File: src/rtl/core/binary_to_decimal_ascii_defines.svh
// assertion macros for the binary to decimal ascii converter
// used by the top level only; needs nothing else
`ifndef BINARY_TO_DECIMAL_ASCII_DEFINES_SVH
`define BINARY_TO_DECIMAL_ASCII_DEFINES_SVH

// same-cycle implication, checked at every rising clock edge outside reset
`define BTDA_ASSERT_IMP(label, clk, rst, ante, cons, msg) \
   label: assert property (@(posedge clk) disable iff (rst) (ante) |-> (cons)) \
      else $error(msg);

// next-cycle implication
`define BTDA_ASSERT_NXT(label, clk, rst, ante, cons, msg) \
   label: assert property (@(posedge clk) disable iff (rst) (ante) |=> (cons)) \
      else $error(msg);

`endif

File: src/rtl/core/btda_pkg.sv
// shared constants and control types of the binary to decimal ascii converter
// used by btda_ctrl, btda_datapath and binary_to_decimal_ascii
`timescale 1ns / 1ps
`default_nettype none

package btda_pkg;

   // port width of the input number and the bits actually converted
   localparam int VALUE_W    = 64;
   localparam int VALUE_BITS = 64;

   // decimal digits needed for VALUE_BITS bits: floor(n * log10(2)) + 1
   localparam int NUM_DIGITS = (VALUE_BITS * 1233) / 4096 + 1;
   localparam int BCD_W      = NUM_DIGITS * 4;

   localparam int CNT_W = (VALUE_BITS > 1) ? $clog2(VALUE_BITS) : 1;
   localparam int DIG_W = (NUM_DIGITS > 1) ? $clog2(NUM_DIGITS) : 1;

   localparam int CHAR_W = 6;
   localparam logic [CHAR_W-1:0] ASCII_ZERO = CHAR_W'(48);
   localparam logic [CHAR_W-1:0] ASCII_NINE = CHAR_W'(57);

   // controller to datapath
   typedef struct packed {
      logic load;     // take a new word into the shifter
      logic dabble;   // one double dabble step
      logic skip;     // drop a leading zero digit
      logic emit;     // move the top digit to the output register
      logic last;     // emitted digit is the final one of the number
   } cmd_type;

   // datapath to controller
   typedef struct packed {
      logic out_free;   // output register can take a digit this cycle
      logic top_zero;   // most significant bcd digit is zero
   } status_type;

endpackage

`default_nettype wire

File: src/rtl/core/btda_datapath.sv
// datapath: binary shifter, bcd register with add-3 correction, output register
// depends on btda_pkg
`timescale 1ns / 1ps
`default_nettype none

module btda_datapath (
   input  wire logic                             clock,
   input  wire logic                             reset,
   input  wire logic [btda_pkg::VALUE_W-1:0]     req_value,
   input  wire btda_pkg::cmd_type                cmd,
   output btda_pkg::status_type                  status,
   output logic                                  rsp_valid,
   input  wire logic                             rsp_stall,
   output logic [btda_pkg::CHAR_W-1:0]           rsp_digit_char,
   output logic                                  rsp_last_digit
);

   logic [btda_pkg::VALUE_BITS-1:0] value_ff, value_in;
   logic [btda_pkg::BCD_W-1:0]      bcd_ff, bcd_in;
   logic [btda_pkg::BCD_W-1:0]      bcd_adj;
   logic                            valid_ff, valid_in;
   logic [btda_pkg::CHAR_W-1:0]     char_ff, char_in;
   logic                            last_ff, last_in;
   logic [3:0]                      top_digit;

   assign top_digit = bcd_ff[btda_pkg::BCD_W-1 -: 4];

   // add 3 to every digit of 5 or more before the shift
   always_comb begin
      for (int i = 0; i < btda_pkg::NUM_DIGITS; i++) begin
         if (bcd_ff[i*4 +: 4] >= 4'd5) begin
            bcd_adj[i*4 +: 4] = bcd_ff[i*4 +: 4] + 4'd3;
         end else begin
            bcd_adj[i*4 +: 4] = bcd_ff[i*4 +: 4];
         end
      end
   end

   always_comb begin
      value_in = value_ff;
      bcd_in   = bcd_ff;
      char_in  = char_ff;
      last_in  = last_ff;
      valid_in = valid_ff && rsp_stall;
      if (cmd.load) begin
         value_in = req_value[btda_pkg::VALUE_BITS-1:0];
         bcd_in   = '0;
      end else if (cmd.dabble) begin
         value_in = value_ff << 1;
         bcd_in   = {bcd_adj[btda_pkg::BCD_W-2:0], value_ff[btda_pkg::VALUE_BITS-1]};
      end else if (cmd.skip || cmd.emit) begin
         bcd_in = {bcd_ff[btda_pkg::BCD_W-5:0], 4'b0000};
      end
      if (cmd.emit) begin
         valid_in = 1'b1;
         char_in  = btda_pkg::ASCII_ZERO + {{(btda_pkg::CHAR_W-4){1'b0}}, top_digit};
         last_in  = cmd.last;
      end
   end

   always_ff @(posedge clock) begin
      if (reset) begin
         valid_ff <= 1'b0;
      end else begin
         valid_ff <= valid_in;
      end
      value_ff <= value_in;
      bcd_ff   <= bcd_in;
      char_ff  <= char_in;
      last_ff  <= last_in;
   end

   assign status.out_free = !valid_ff || !rsp_stall;
   assign status.top_zero = (top_digit == 4'd0);

   assign rsp_valid      = valid_ff;
   assign rsp_digit_char = char_ff;
   assign rsp_last_digit = last_ff;

endmodule

`default_nettype wire

File: src/rtl/core/btda_ctrl.sv
// controller: sequences load, bit-serial conversion, leading zero skip and emission
// depends on btda_pkg
`timescale 1ns / 1ps
`default_nettype none

module btda_ctrl (
   input  wire logic                 clock,
   input  wire logic                 reset,
   input  wire logic                 req_valid,
   output logic                      req_stall,
   input  wire btda_pkg::status_type status,
   output btda_pkg::cmd_type         cmd
);

   typedef enum logic [1:0] {
      ST_IDLE,
      ST_CONVERT,
      ST_EMIT
   } state_type;

   state_type                   state_ff, state_in;
   logic [btda_pkg::CNT_W-1:0]  bit_cnt_ff, bit_cnt_in;
   logic [btda_pkg::DIG_W-1:0]  dig_cnt_ff, dig_cnt_in;
   logic                        started_ff, started_in;
   logic                        final_digit;

   assign final_digit = (dig_cnt_ff == '0);

   always_comb begin
      state_in   = state_ff;
      bit_cnt_in = bit_cnt_ff;
      dig_cnt_in = dig_cnt_ff;
      started_in = started_ff;
      cmd        = '0;
      unique case (state_ff)
         ST_IDLE: begin
            if (req_valid) begin
               cmd.load   = 1'b1;
               bit_cnt_in = btda_pkg::CNT_W'(btda_pkg::VALUE_BITS - 1);
               state_in   = ST_CONVERT;
            end
         end
         ST_CONVERT: begin
            cmd.dabble = 1'b1;
            if (bit_cnt_ff == '0) begin
               dig_cnt_in = btda_pkg::DIG_W'(btda_pkg::NUM_DIGITS - 1);
               started_in = 1'b0;
               state_in   = ST_EMIT;
            end else begin
               bit_cnt_in = bit_cnt_ff - btda_pkg::CNT_W'(1);
            end
         end
         ST_EMIT: begin
            // leading zeros are dropped, but the ones digit always goes out
            if (!started_ff && status.top_zero && !final_digit) begin
               cmd.skip   = 1'b1;
               dig_cnt_in = dig_cnt_ff - btda_pkg::DIG_W'(1);
            end else if (status.out_free) begin
               cmd.emit   = 1'b1;
               cmd.last   = final_digit;
               started_in = 1'b1;
               dig_cnt_in = dig_cnt_ff - btda_pkg::DIG_W'(1);
               if (final_digit) begin
                  state_in = ST_IDLE;
               end
            end
         end
         default: begin
            state_in = ST_IDLE;
         end
      endcase
   end

   always_ff @(posedge clock) begin
      if (reset) begin
         state_ff   <= ST_IDLE;
         bit_cnt_ff <= '0;
         dig_cnt_ff <= '0;
         started_ff <= 1'b0;
      end else begin
         state_ff   <= state_in;
         bit_cnt_ff <= bit_cnt_in;
         dig_cnt_ff <= dig_cnt_in;
         started_ff <= started_in;
      end
   end

   assign req_stall = (state_ff != ST_IDLE);

endmodule

`default_nettype wire

File: src/rtl/core/binary_to_decimal_ascii.sv
// binary to decimal ascii converter: top level, controller plus datapath
// depends on btda_pkg, btda_ctrl, btda_datapath, binary_to_decimal_ascii_defines.svh
//
// usage:
//  - req channel: one unsigned 64-bit word in req_value per accepted word
//    (req_valid high, req_stall low at the clock edge)
//  - rsp channel: one word per decimal digit, most significant first, no leading
//    zeros; rsp_digit_char is the ascii code '0'..'9', rsp_last_digit marks the
//    ones digit. zero gives a single '0'
//  - conversion is bit-serial double dabble, one input bit per cycle
//  - emission then walks the 20 digit slots: up to 19 leading zero slots are
//    skipped, then each remaining slot is sent as one digit
//  - one number in flight
//  - req_stall is high from the cycle after accept until the last digit has
//    moved into the output register, so the next word can be taken while
//    that last digit still waits
//  - rsp_stall holds the output register and freezes emission; conversion
//    itself does not wait
//  - reset (synchronous, active high) returns to idle and drops rsp_valid
`timescale 1ns / 1ps
`default_nettype none
`include "binary_to_decimal_ascii_defines.svh"

module binary_to_decimal_ascii (
   input  wire logic                          clock,
   input  wire logic                          reset,
   input  wire logic                          req_valid,
   output logic                               req_stall,
   input  wire logic [btda_pkg::VALUE_W-1:0]  req_value,
   output logic                               rsp_valid,
   input  wire logic                          rsp_stall,
   output logic [btda_pkg::CHAR_W-1:0]        rsp_digit_char,
   output logic                               rsp_last_digit
);

   btda_pkg::cmd_type    cmd;
   btda_pkg::status_type status;
   logic [3:0]           cmd_vec;

   btda_ctrl u_ctrl (
      .clock     (clock),
      .reset     (reset),
      .req_valid (req_valid),
      .req_stall (req_stall),
      .status    (status),
      .cmd       (cmd)
   );

   btda_datapath u_datapath (
      .clock          (clock),
      .reset          (reset),
      .req_value      (req_value),
      .cmd            (cmd),
      .status         (status),
      .rsp_valid      (rsp_valid),
      .rsp_stall      (rsp_stall),
      .rsp_digit_char (rsp_digit_char),
      .rsp_last_digit (rsp_last_digit)
   );

   assign cmd_vec = {cmd.load, cmd.dabble, cmd.skip, cmd.emit};

   `BTDA_ASSERT_IMP(a_cmd_exclusive, clock, reset, 1'b1, $onehot0(cmd_vec), "commands overlap")
   `BTDA_ASSERT_IMP(a_emit_free, clock, reset, cmd.emit, !(rsp_valid && rsp_stall), "emit over held word")
   `BTDA_ASSERT_NXT(a_one_in_flight, clock, reset, req_valid && !req_stall, req_stall, "second word taken")
   `BTDA_ASSERT_IMP(a_char_range, clock, reset, rsp_valid, (rsp_digit_char >= btda_pkg::ASCII_ZERO) && (rsp_digit_char <= btda_pkg::ASCII_NINE), "bad digit")

endmodule

`default_nettype wire
File: config.mk
export PLATFORM = sky130hd
export DESIGN_NAME = binary_to_decimal_ascii
export DESIGN_NICKNAME = d
export VERILOG_FILES = /design/src/rtl/core/btda_pkg.sv /design/src/rtl/core/btda_datapath.sv /design/src/rtl/core/btda_ctrl.sv /design/src/rtl/core/binary_to_decimal_ascii.sv
export VERILOG_INCLUDE_DIRS = /design/src /design/src/rtl/core
export SDC_FILE = /design/constraint.sdc
export NUM_CORES = 1
export LEC_CHECK = 0
export BUFFER_PORTS_ARGS = -buffer_cell sky130_fd_sc_hd__buf_2
export CORE_ASPECT_RATIO = 1.75
export CORE_MARGIN = 1.5
export CORE_UTILIZATION = 50
export CTS_BUF_LIST = sky130_fd_sc_hd__clkbuf_2
export DETAILED_ROUTE_END_ITERATION = 10
export GPL_TIMING_DRIVEN = 1
export HOLD_SLACK_MARGIN = 0.15
export PLACE_DENSITY = 0.72
export SLEW_MARGIN = 20
export SYNTH_ARGS = -nofsm -noshare
export SYNTH_HDL_FRONTEND = slang
export SYNTH_HIERARCHICAL = 1
export SYNTH_SLANG_ARGS = --single-unit
File: constraint.sdc
create_clock -name clock -period 4.45 [get_ports clock]
set_input_delay 0.6675 -clock clock [delete_from_list [all_inputs] [get_ports clock]]
set_output_delay 0.6675 -clock clock [all_outputs]
set_load 0.01 [all_outputs]
==> reports/results.ini, run 1 <==
[global_routing]
grt_max_degree = 173
antenna_found_initial = 2
grt.total_usage = 0.198
grt_pass1_wl_um = 30800
grt_pass1_vias = 6697
grt_overflow = 0

[floorplanning]
die_height_um = 180
dieArea_sq_um = 18800
top_level_ports = 77
core_sq_um = 17500
fp-row-count = 64
dieWidth_um = 104
start_util = 0.513

[setup_path]
required_ps = 5080
slowest_stage = buf_4
path_buf_inv = 3
critPathArrivalTime_ps = 3500
cpPeakStageDelay_ps = 420
cp_common_cell = buf_4
crit_family = simple AND/OR/NAND/NOR gates
cp_cell_sequence = inv_1 -> ha_1 -> nor3b_1 -> nor2b_1 -> a21oi_1 -> buf_4 -> nor2_4 -> buf_4 -> mux2i_1 -> o22ai_1 -> a311oi_1
worst_setup_path_start_kind = flop
crit_type = flop to flop
worst_setup_path_end_kind = flop
crit_fanout = 30

[detailed_routing]
vias = 7074
drt_iter0_drc = 543
vias_per_cell = 5.71
drtAntennaViolNets = 0
wire_per_inst_um = 15.8
drtPass1Iterations = 4
wirelength_um = 19600
drc = 0

[logic_synthesis]
syn_area_sq_um = 9000
syn_area_per_cell_sq_um = 10.2
ys_dominant_reg_cell = dfxtp_1
synth_edf_count = 69
ys_seq_area_frac = 0.442
synthCells = 883
synth.distinct_cells = 52
async_flop_share = 0
synth_seq_cells = 164
yosysWarnings = 6

[sta]
hold_viol = 0
worst_pin_slew_ps = 913
fin_crit_sh = 0.646
slew_headroom = 0.392
rsz0062_at_grt = false
setup_violations = 0
setup_tns_ps = 0
finalMaxSlewViolations = 0
fmax_mhz = 348
skew_ps = 41.9
hold_slack_ps = 240
period_needed_ps = 2880

[power]
switching_share = 0.350
combPwrFrac = 0.305
leakage_nw = 4.04
sequentialPowerShare = 0.495
power_frac_clock = 0.200
power_density_nw_per_um2 = 422
p_int_mw = 2.84
vdd_drop_max_v = 0.000174
switchingPower_mw = 1.53

[clock_tree]
cts_hold_buffers = 7
clockRootBuffer = clkbuf_2
cts-buffers-inserted = 17
post_cts.repair.setup_buffers = 0
clk_pin_slew_worst_paths_ps = 220
tritoncts = done
clock_latency_ps = 720
clock_sinks = 164
cts-htree-levels = 4
ctsResizeCount = 0
clk_path_buf_depth = 2

[flow_run]
maxCapViolations = 0

[final_layout]
synthToLayoutAreaGrowth_pct = 15.0
final_cell_mix = dfxtp_1 (95), nand2_1 (77), buf_2 (74)
layout_commonest_cell = dfxtp_1
design_area_sq_um = 10300
fill_cells = 1445
drive_gt1_frac = 0.186
nets = 1103

[hold_path]
hp-class = primary input to flop

[placed_design]
routabilityCongestion = 0.786
place_area_sq_um = 9500
dp_hpwl_um = 11900
port_buffers = 74

[outcome]
status = finished, final reports clean

[Yosys cell counts, types with 3 or more instances]
library cell | number | share of area
o311ai_1 | 9 | 0.0088
a311oi_1 | 38 | 0.037
or4b_1 | 3 | 0.0033
nand2b_1 | 21 | 0.015
mux2i_1 | 45 | 0.050
mux2_1 | 10 | 0.013
buf_4 | 9 | 0.0075
o21ai_0 | 22 | 0.012
nand3b_1 | 3 | 0.0025
mux2_2 | 65 | 0.081
o221ai_1 | 8 | 0.0078
edfxtp_1 | 69 | 0.23
nor2b_1 | 22 | 0.015
a21oi_1 | 52 | 0.029
inv_1 | 46 | 0.019
nor3b_1 | 22 | 0.018
or3_1 | 4 | 0.0028
nor3_1 | 10 | 0.0056
nand3_1 | 5 | 0.0028
nor2_1 | 54 | 0.023
ha_1 | 43 | 0.060
dfxtp_1 | 95 | 0.21
nand4b_1 | 19 | 0.018
buf_2 | 19 | 0.011
o22ai_1 | 19 | 0.013
nand2_1 | 77 | 0.032
clkbuf_1 | 22 | 0.0092
a211oi_1 | 43 | 0.036
[through the flow]
stage / worst slack [ps] / std cells / total power [mW] / util
global placement: 1720 / 1146 / 3.44 / 0.542
detailed placement: 1620 / 1146 / 3.47 / 0.542
CTS: 1570 / 1185 / 4.35 / 0.561
floorplan: 1120 / 884 / 3.15 / -
finish: 1570 / 1238 / 4.37 / 0.590
global route: 1280 / 1238 / 4.69 / 0.590
[routing by layer]
metal,GRT usage,vias to the layer above,routed length [um]
met1,0.224,3422,8190
met4,0.0644,0,361
li1,-,3504,-
met2,0.365,125,10400
met5,0,-,0
met3,0.0420,23,607
[registers in the layout, indices dropped and copies added, names as in the netlist]
| register | count |
|---|---|
| u_datapath/bcd_ff | 80 |
| u_datapath/rsp_digit_char | 4 |
| u_ctrl/started_ff | 1 |
| u_ctrl/state_ff | 2 |
| u_ctrl/bit_cnt_ff | 6 |
| u_datapath/value_ff | 64 |
| u_datapath/rsp_last_digit | 1 |
| u_ctrl/dig_cnt_ff | 5 |
| u_datapath/rsp_valid | 1 |
[logic make-up after synthesis]
group,Yosys count,synth area share
mux,120,0.144
fa+ha+maj,43,0.0598
buf+inv,99,0.0477
xor+xnor,2,0.00195
simple gates,254,0.153
compound gates,200,0.152
flops,164,0.442
other cells,1,0.000417
[power groups by stage]
stage	registers, mW	logic (mW)	clock network (mW)
floorplan	2.11	1.04	0
global placement	2.18	1.26	0
detailed placement	2.19	1.28	0
CTS	2.16	1.29	0.902
global route	2.21	1.51	0.969
finish	2.16	1.33	0.874
[final cells by class]
| class | count | area, sq um | area share |
|---|---|---|---|
| Multi-Input combinational cell | 621 | 4610 | 0.445 |
| Clock inverter | 14 | 175 | 0.0169 |
| Inverter | 47 | 179 | 0.0173 |
| Sequential cell | 164 | 3970 | 0.384 |
| Antenna cell | 2 | 5.00 | 0.000484 |
| Tap cell | 231 | 289 | 0.0279 |
| Timing Repair Buffer | 141 | 1030 | 0.0996 |
| Clock buffer | 18 | 90.1 | 0.00870 |
[worst paths after layout]
path,cells past startpoint,slack [ps],end,startpoint
worst max-delay path,11,1570,u_datapath/bcd_ff[25]$_SDFFE_PP0P_,u_datapath/bcd_ff[76]$_SDFFE_PP0P_
worst min-delay path,3,240,u_datapath/rsp_valid$_SDFF_PP0_,rsp_stall
worst max register to register,11,1570,u_datapath/bcd_ff[25]$_SDFFE_PP0P_,u_datapath/bcd_ff[76]$_SDFFE_PP0P_
worst min register to register,0,510,u_datapath/rsp_digit_char[1]$_DFFE_PP_,u_datapath/bcd_ff[77]$_SDFFE_PP0P_
[worst min-delay path, cell delays in order]
cell     delay (ps)
buf_2           100
a21oi_1          60
nor2_1           80
Power figures use the tool's default switching activity.
==> inputs of run 2 (changes only) <==
--- a/config.mk
+++ b/config.mk
@@ -6,6 +6,7 @@
 export SDC_FILE = /design/constraint.sdc
 export NUM_CORES = 1
 export LEC_CHECK = 0
+export ABC_AREA = 1
 export BUFFER_PORTS_ARGS = -buffer_cell sky130_fd_sc_hd__buf_2
 export CORE_ASPECT_RATIO = 1.75
 export CORE_MARGIN = 1.5
==> constraint.sdc (replaced) <==
create_clock -name clock -period 2.9 [get_ports clock]
set_input_delay 0.435 -clock clock [delete_from_list [all_inputs] [get_ports clock]]
set_output_delay 0.435 -clock clock [all_outputs]
set_load 0.01 [all_outputs]
==> run 2 against run 1 <==
- cell area rose by 4.7%
- via count grew 22%
- clock-buffer cell count fell by 1
- worst hold slack better by 220 ps
- sequential power is 54% higher
- largest cell class unchanged
==> reports/results.ini, run 2 <==
[clock_tree]
cts-buffers-inserted = 17  ; unchanged
clock_sinks = 164  ; unchanged
clockRootBuffer = clkbuf_2
clk_pin_slew_worst_paths_ps = 250  ; +30 ps
cts-htree-levels = 4  ; unchanged
clk_path_buf_depth = 2  ; unchanged
clock_latency_ps = 770  ; +50 ps
tritoncts = done

[setup_path]
cp_common_cell = inv_1
cp_cell_sequence = inv_1 -> ha_1 -> inv_1 -> or2_2 -> nor2_1 -> inv_1 -> nor2_1 -> nand2_2 -> nand2_1 -> inv_1 -> nor2_4 -> buf_4 -> nor2_1 -> a21oi_1 -> nand2_1 -> inv_1
worst_setup_path_end_kind = flop
slowest_stage = dfxtp_1
required_ps = 3620  ; -1460 ps
cpPeakStageDelay_ps = 400  ; -20 ps
critPathArrivalTime_ps = 3340  ; -160 ps
worst_setup_path_start_kind = flop
crit_fanout = 24  ; -20%
crit_type = flop to flop

[final_layout]
layout_commonest_cell = nand2_1
synthToLayoutAreaGrowth_pct = 15.6
final_cell_mix = nand2_1 (395), inv_1 (164), o21ai_0 (117)
design_area_sq_um = 10800  ; +4.7%
drive_gt1_frac = 0.105  ; -0.0810
top_register = u_datapath/bcd_ff
fill_cells = 1697  ; +17%
nets = 1488  ; +35%
multi_input_area_sq_um = 4460  ; -3.2%
reg.largest.list = u_datapath/bcd_ff (80), u_datapath/value_ff (64), u_ctrl/bit_cnt_ff (6)
final_cells = 1629  ; +32%
regArea_sq_um = 3970  ; unchanged
largest_reg_flops = 80  ; unchanged

[placed_design]
port_buffers = 74  ; unchanged
place_inst = 1528  ; +33%
dp_hpwl_um = 13100  ; +9.5%
routabilityCongestion = 0.821  ; +4.5%
pre_cts_ws_ps = 232  ; -1380 ps
place_area_sq_um = 9850  ; +3.7%

[logic_synthesis]
synthTopCellsByArea = edfxtp_1 (22%), dfxtp_1 (20%), nand2_1 (16%), inv_1 (6.6%), o21ai_0 (6.3%)
synth-simple-area-share = 0.261  ; +0.108
synth.distinct_cells = 36  ; -31%
synth_common_cells = nand2_1 (396), inv_1 (165), o21ai_0 (118)
async_flop_share = 0  ; unchanged
synth_compound_area_frac = 0.133  ; -0.0185
muxShareOfSynthArea = 0  ; -0.144
syn_area_per_cell_sq_um = 7.43  ; -27%
ys_dominant_reg_cell = dfxtp_1
syn_area_sq_um = 9370  ; +4.1%
synth.most_common_cell = nand2_1
yosysWarnings = 6  ; unchanged
synth_edf_count = 69  ; unchanged
ys_seq_area_frac = 0.424  ; -0.0173
synth_xor_area_frac = 0.0224  ; +0.0205
synthAdderAreaFrac = 0.0574  ; -0.00235
synth_seq_cells = 164  ; unchanged
synth_top_family_by_area = simple AND/OR/NAND/NOR gates
synth.largest_area_cell = edfxtp_1
synthCells = 1261  ; +43%
netlist.area_leader.share = 0.221  ; -0.00904

[floorplanning]
fp-row-count = 66  ; +3.1%
dieWidth_um = 106  ; +2.0%
die_height_um = 184  ; +2.0%
core_sq_um = 18500  ; +5.5%
dieArea_sq_um = 19600  ; +4.0%
top_level_ports = 77  ; unchanged
start_util = 0.506  ; -0.00677

[global_routing]
grt_max_degree = 140  ; -19%
grt_overflow = 0  ; unchanged
grt.total_usage = 0.231  ; +0.0334
grt_pass1_wl_um = 37000  ; +20%
grt_pass1_vias = 8111  ; +21%
antenna_found_initial = 1  ; -1

[detailed_routing]
vias = 8652  ; +22%
drt_iter0_drc = 456  ; -16%
wire_per_inst_um = 13.6  ; -14%
drc = 0  ; unchanged
wirelength_um = 22200  ; +13%
vias_per_cell = 5.31  ; -7.0%
drtPass1Iterations = 6  ; +2
drtAntennaViolNets = 0  ; unchanged

[sta]
setup_violations = 0  ; unchanged
setup_slack_ps = 276  ; -1300 ps
finalMaxSlewViolations = 0  ; unchanged
skew_ps = 39.9  ; -1.98 ps
worst_pin_slew_ps = 901  ; -11.3 ps
hold_viol = 0  ; unchanged
fmax_mhz = 381  ; +9.6%
fin_crit_sh = 0.905  ; +0.258
setup_tns_ps = 0  ; unchanged
rsz0062_at_grt = true
period_needed_ps = 2620  ; -252 ps
slew_headroom = 0.399  ; +0.00756

[power]
vdd_drop_max_v = 0.000439  ; +150%
leakage_nw = 5.12  ; +27%
power_density_nw_per_um2 = 664  ; +57%
total_power_mw = 7.19  ; +65%

[outcome]
status = finished, final reports clean

[flow_run]
maxCapViolations = 0  ; unchanged

[hold_path]
hp-class = primary input to flop

==> run 2: kinds of logic (layout without fill, tap and decap cells) <==
group,Yosys count,in the layout
buffers and inverters,226,354
XOR/XNOR,24,24
adder cells (fa/ha/maj),43,43
AO/OA/AOI/OAI,230,230
flip-flops,164,164
other,1,3
AND/OR/NAND/NOR,573,573
==> run 2: final cells by class <==
class	instances	area share
clock buffers	17	0.00785
clock inverters	15	0.0187
multi-input cells	872	0.412
inverters	170	0.0597
flip-flops and latches	164	0.367
well taps	238	0.0275
repair buffers	152	0.107
diodes	1	0.000231
==> run 2: what timing repair did <==
item / 4_1_cts / 5_1_grt
hold buffers: 68 / 0
gates resized for setup: 0 / 4
endpoints found under the hold margin: 80 / 0
endpoints found under the setup margin: 0 / 25
setup buffers: 0 / 0
==> run 2: path summary, 6_finish.rpt <==
kind,start,end,slack [ps],depth (start not counted)
worst max-delay path,u_datapath/bcd_ff[76]$_SDFFE_PP0P_,u_datapath/bcd_ff[13]$_SDFFE_PP0P_,280,16
worst min-delay path,req_value[40],u_datapath/value_ff[40]$_DFFE_PP_,460,4
worst max register to register,u_datapath/bcd_ff[76]$_SDFFE_PP0P_,u_datapath/bcd_ff[13]$_SDFFE_PP0P_,280,16
worst min register to register,u_datapath/bcd_ff[77]$_SDFFE_PP0P_,u_datapath/rsp_digit_char[1]$_DFFE_PP_,470,0
==> run 2: metrics by stage <==
step                hold WS [ps]  utilization
CTS                          385        0.585
global route                 419        0.586
global placement             430        0.532
finish                       461        0.586
floorplan                    425            -
detailed placement           440        0.532
==> run 2: critical path: cells and delay by family (launching register included) <==
kind            cells  cell delay [ps]
simple gates        8             1090
buf+inv             6              700
flops               1              400
compound gates      1              230
fa+ha+maj           1              160
==> run 2: report_power, final <==
part           switching, mW  internal (mW)  total [mW]
registers              0.378           2.95        3.33
logic                   1.49          0.914        2.41
clock network          0.879          0.575        1.45
total                   2.75           4.44        7.19
==> run 2: metal layers <==
layer  track usage  routed length [um]
met1         0.267                8970
met5             0                   0
met3        0.0351                 906
met4        0.0843                 389
met2         0.428               11900
==> inputs of run 3 (changes only) <==
--- a/config.mk
+++ b/config.mk
@@ -6,7 +6,7 @@
 export SDC_FILE = /design/constraint.sdc
 export NUM_CORES = 1
 export LEC_CHECK = 0
-export ABC_AREA = 1
+export ABC_AREA = 0
 export BUFFER_PORTS_ARGS = -buffer_cell sky130_fd_sc_hd__buf_2
 export CORE_ASPECT_RATIO = 1.75
 export CORE_MARGIN = 1.5
==> run 3 against run 2 <==
- combinational power decreased by 14%
- cell area decreased by 2.9%
- setup slack improved by 150 ps
- cell count decreased by 23%
- clock skew increased by 9.1 ps
- flip-flop and latch count unchanged
- critical endpoint is now u_datapath/bcd_ff[69]$_SDFFE_PP0P_
- largest cell class unchanged
- largest power group unchanged
==> reports/results.ini, run 3 (synthesis results as in run 1) <==
[setup_path]
worst_setup_path_end_kind = flop
worst_setup_path_start_kind = flop
required_ps = 3560  ; -60 ps
crit_fanout = 27  ; +13%
critPathArrivalTime_ps = 3140  ; -200 ps
crit_type = flop to flop

[final_layout]
final_cell_mix = dfxtp_1 (95), nand2_1 (77), buf_2 (74)
largest_reg_flops = 80  ; unchanged
top_register = u_datapath/bcd_ff
drive_gt1_frac = 0.186  ; +0.0806
layout_commonest_cell = dfxtp_1
synthToLayoutAreaGrowth_pct = 16.9
nets = 1116  ; -25%
reg.largest.list = u_datapath/bcd_ff (80), u_datapath/value_ff (64), u_ctrl/bit_cnt_ff (6)

[sta]
setup_slack_ps = 421  ; +145 ps
fin_crit_sh = 0.855  ; -0.0500
period_needed_ps = 2480  ; -145 ps
fmax_mhz = 403  ; +5.9%
setup_tns_ps = 0  ; unchanged
hold_viol = 0  ; unchanged
slew_headroom = 0.590  ; +0.191
finalMaxSlewViolations = 0  ; unchanged
skew_ps = 49.0  ; +9.08 ps
worst_pin_slew_ps = 614  ; -287 ps
setup_violations = 0  ; unchanged
rsz0062_at_grt = false

[flow_run]
maxCapViolations = 0  ; unchanged

[detailed_routing]
drtAntennaViolNets = 0  ; unchanged
vias_per_cell = 5.71  ; +7.5%
drt_iter0_drc = 418  ; -8.3%
vias = 7142  ; -17%
wirelength_um = 19800  ; -11%
wire_per_inst_um = 15.8  ; +16%
drtPass1Iterations = 5  ; -1
drc = 0  ; unchanged

[power]
switching_share = 0.358  ; -0.0245
vdd_drop_max_v = 0.000304  ; -31%
power_frac_clock = 0.194  ; -0.008
p_int_mw = 4.31  ; -3.0%
power_density_nw_per_um2 = 638  ; -3.9%
sequentialPowerShare = 0.495  ; +0.032
leakage_nw = 4.13  ; -19%
combPwrFrac = 0.310  ; -0.025
switchingPower_mw = 2.40  ; -13%

[placed_design]
port_buffers = 74  ; unchanged
routabilityCongestion = 0.791  ; -3.6%
pre_cts_ws_ps = 458  ; +226 ps
dp_hpwl_um = 12200  ; -6.5%

[global_routing]
antenna_found_initial = 2  ; +1
grt_pass1_wl_um = 33300  ; -9.9%
grt.total_usage = 0.215  ; -0.0164
grt_overflow = 0  ; unchanged
grt_max_degree = 113  ; -19%
grt_pass1_vias = 6956  ; -14%

[clock_tree]
cts-buffers-inserted = 17  ; unchanged
clk_pin_slew_worst_paths_ps = 260  ; about the same
ctsResizeCount = 0  ; unchanged
post_cts.repair.setup_buffers = 0  ; unchanged
tritoncts = done
clock_latency_ps = 780  ; about the same
cts_hold_buffers = 69  ; +1.5%
clock_sinks = 164  ; unchanged
clk_path_buf_depth = 2  ; unchanged
clockRootBuffer = clkbuf_2
cts-htree-levels = 4  ; unchanged

[floorplanning]
fp-row-count = 64  ; -3.0%
die_height_um = 180  ; -2.0%
dieWidth_um = 104  ; -1.9%
start_util = 0.513  ; +0.00677
core_sq_um = 17500  ; -5.2%
dieArea_sq_um = 18800  ; -3.8%
top_level_ports = 77  ; unchanged

[outcome]
status = finished, final reports clean

[hold_path]
hp-class = primary input to flop

run 3: cell types whose count changed in the layout (fill, tap and decap cells not counted), sizes merged, moves of 22 or more:
cell | before | now
mux2i | 0 | 45
xor2 | 23 | 1
a311oi | 0 | 38
inv | 172 | 52
a211oi | 1 | 43
a21oi | 76 | 52
o21ai | 121 | 24
nor3b | 0 | 22
nand2 | 406 | 77
nand3 | 92 | 5
mux2 | 0 | 75
nor2b | 0 | 22
run 3: worst paths after layout:
kind	from	slack [ps]	to	cells after the start
worst max-delay path	u_datapath/bcd_ff[76]$_SDFFE_PP0P_	420	u_datapath/bcd_ff[69]$_SDFFE_PP0P_	10
worst max register to register	u_datapath/bcd_ff[76]$_SDFFE_PP0P_	420	u_datapath/bcd_ff[69]$_SDFFE_PP0P_	10
worst min register to register	u_datapath/bcd_ff[77]$_SDFFE_PP0P_	490	u_datapath/rsp_digit_char[1]$_DFFE_PP_	0
worst min-delay path	req_value[44]	490	u_datapath/value_ff[44]$_DFFE_PP_	3
run 3: final cells by class:
class | count | area (sq um)
Fill cell | 1417 | 7020
Multi-Input combinational cell | 621 | 4610
Sequential cell | 164 | 3970
Timing Repair Buffer | 154 | 1210
Tap cell | 231 | 289
Inverter | 47 | 180
Clock inverter | 15 | 169
Clock buffer | 17 | 85.1
Antenna cell | 2 | 5.00
run 3: through the flow:
step,cell area (sq um),power [mW],utilization,instances,hold WS (ps)
floorplan,9000,4.84,-,884,430
global placement,9570,5.28,0.545,1148,439
detailed placement,9570,5.34,0.545,1148,448
CTS,10500,6.72,0.599,1249,435
global route,10500,7.17,0.600,1251,407
finish,10500,6.70,0.600,1251,488
run 3: power groups by stage:
stage	logic, mW	registers (mW)	clock network (mW)
global placement	1.94	3.35	0
finish	2.08	3.32	1.30
CTS	2.07	3.31	1.34
global route	2.36	3.39	1.42
floorplan	1.60	3.24	0
detailed placement	1.98	3.36	0
run 3: critical path: stages (launching register included):
cell and delay, ps:
dfxtp_1 390, inv_1 100, ha_1 200, nor3b_1 260, nor2b_1 200, a21oi_1 130
nor2_4 170, buf_4 360, mux2i_1 230, o22ai_1 90, a311oi_1 260
run 3: layer usage:
| metal | global-route usage | up-vias | wire length (um) |
|---|---|---|---|
| met5 | 0 | - | 0 |
| met4 | 0.0878 | 0 | 456 |
| met3 | 0.0412 | 26 | 675 |
| met2 | 0.388 | 153 | 10400 |
| met1 | 0.246 | 3434 | 8300 |
| li1 | - | 3529 | - |
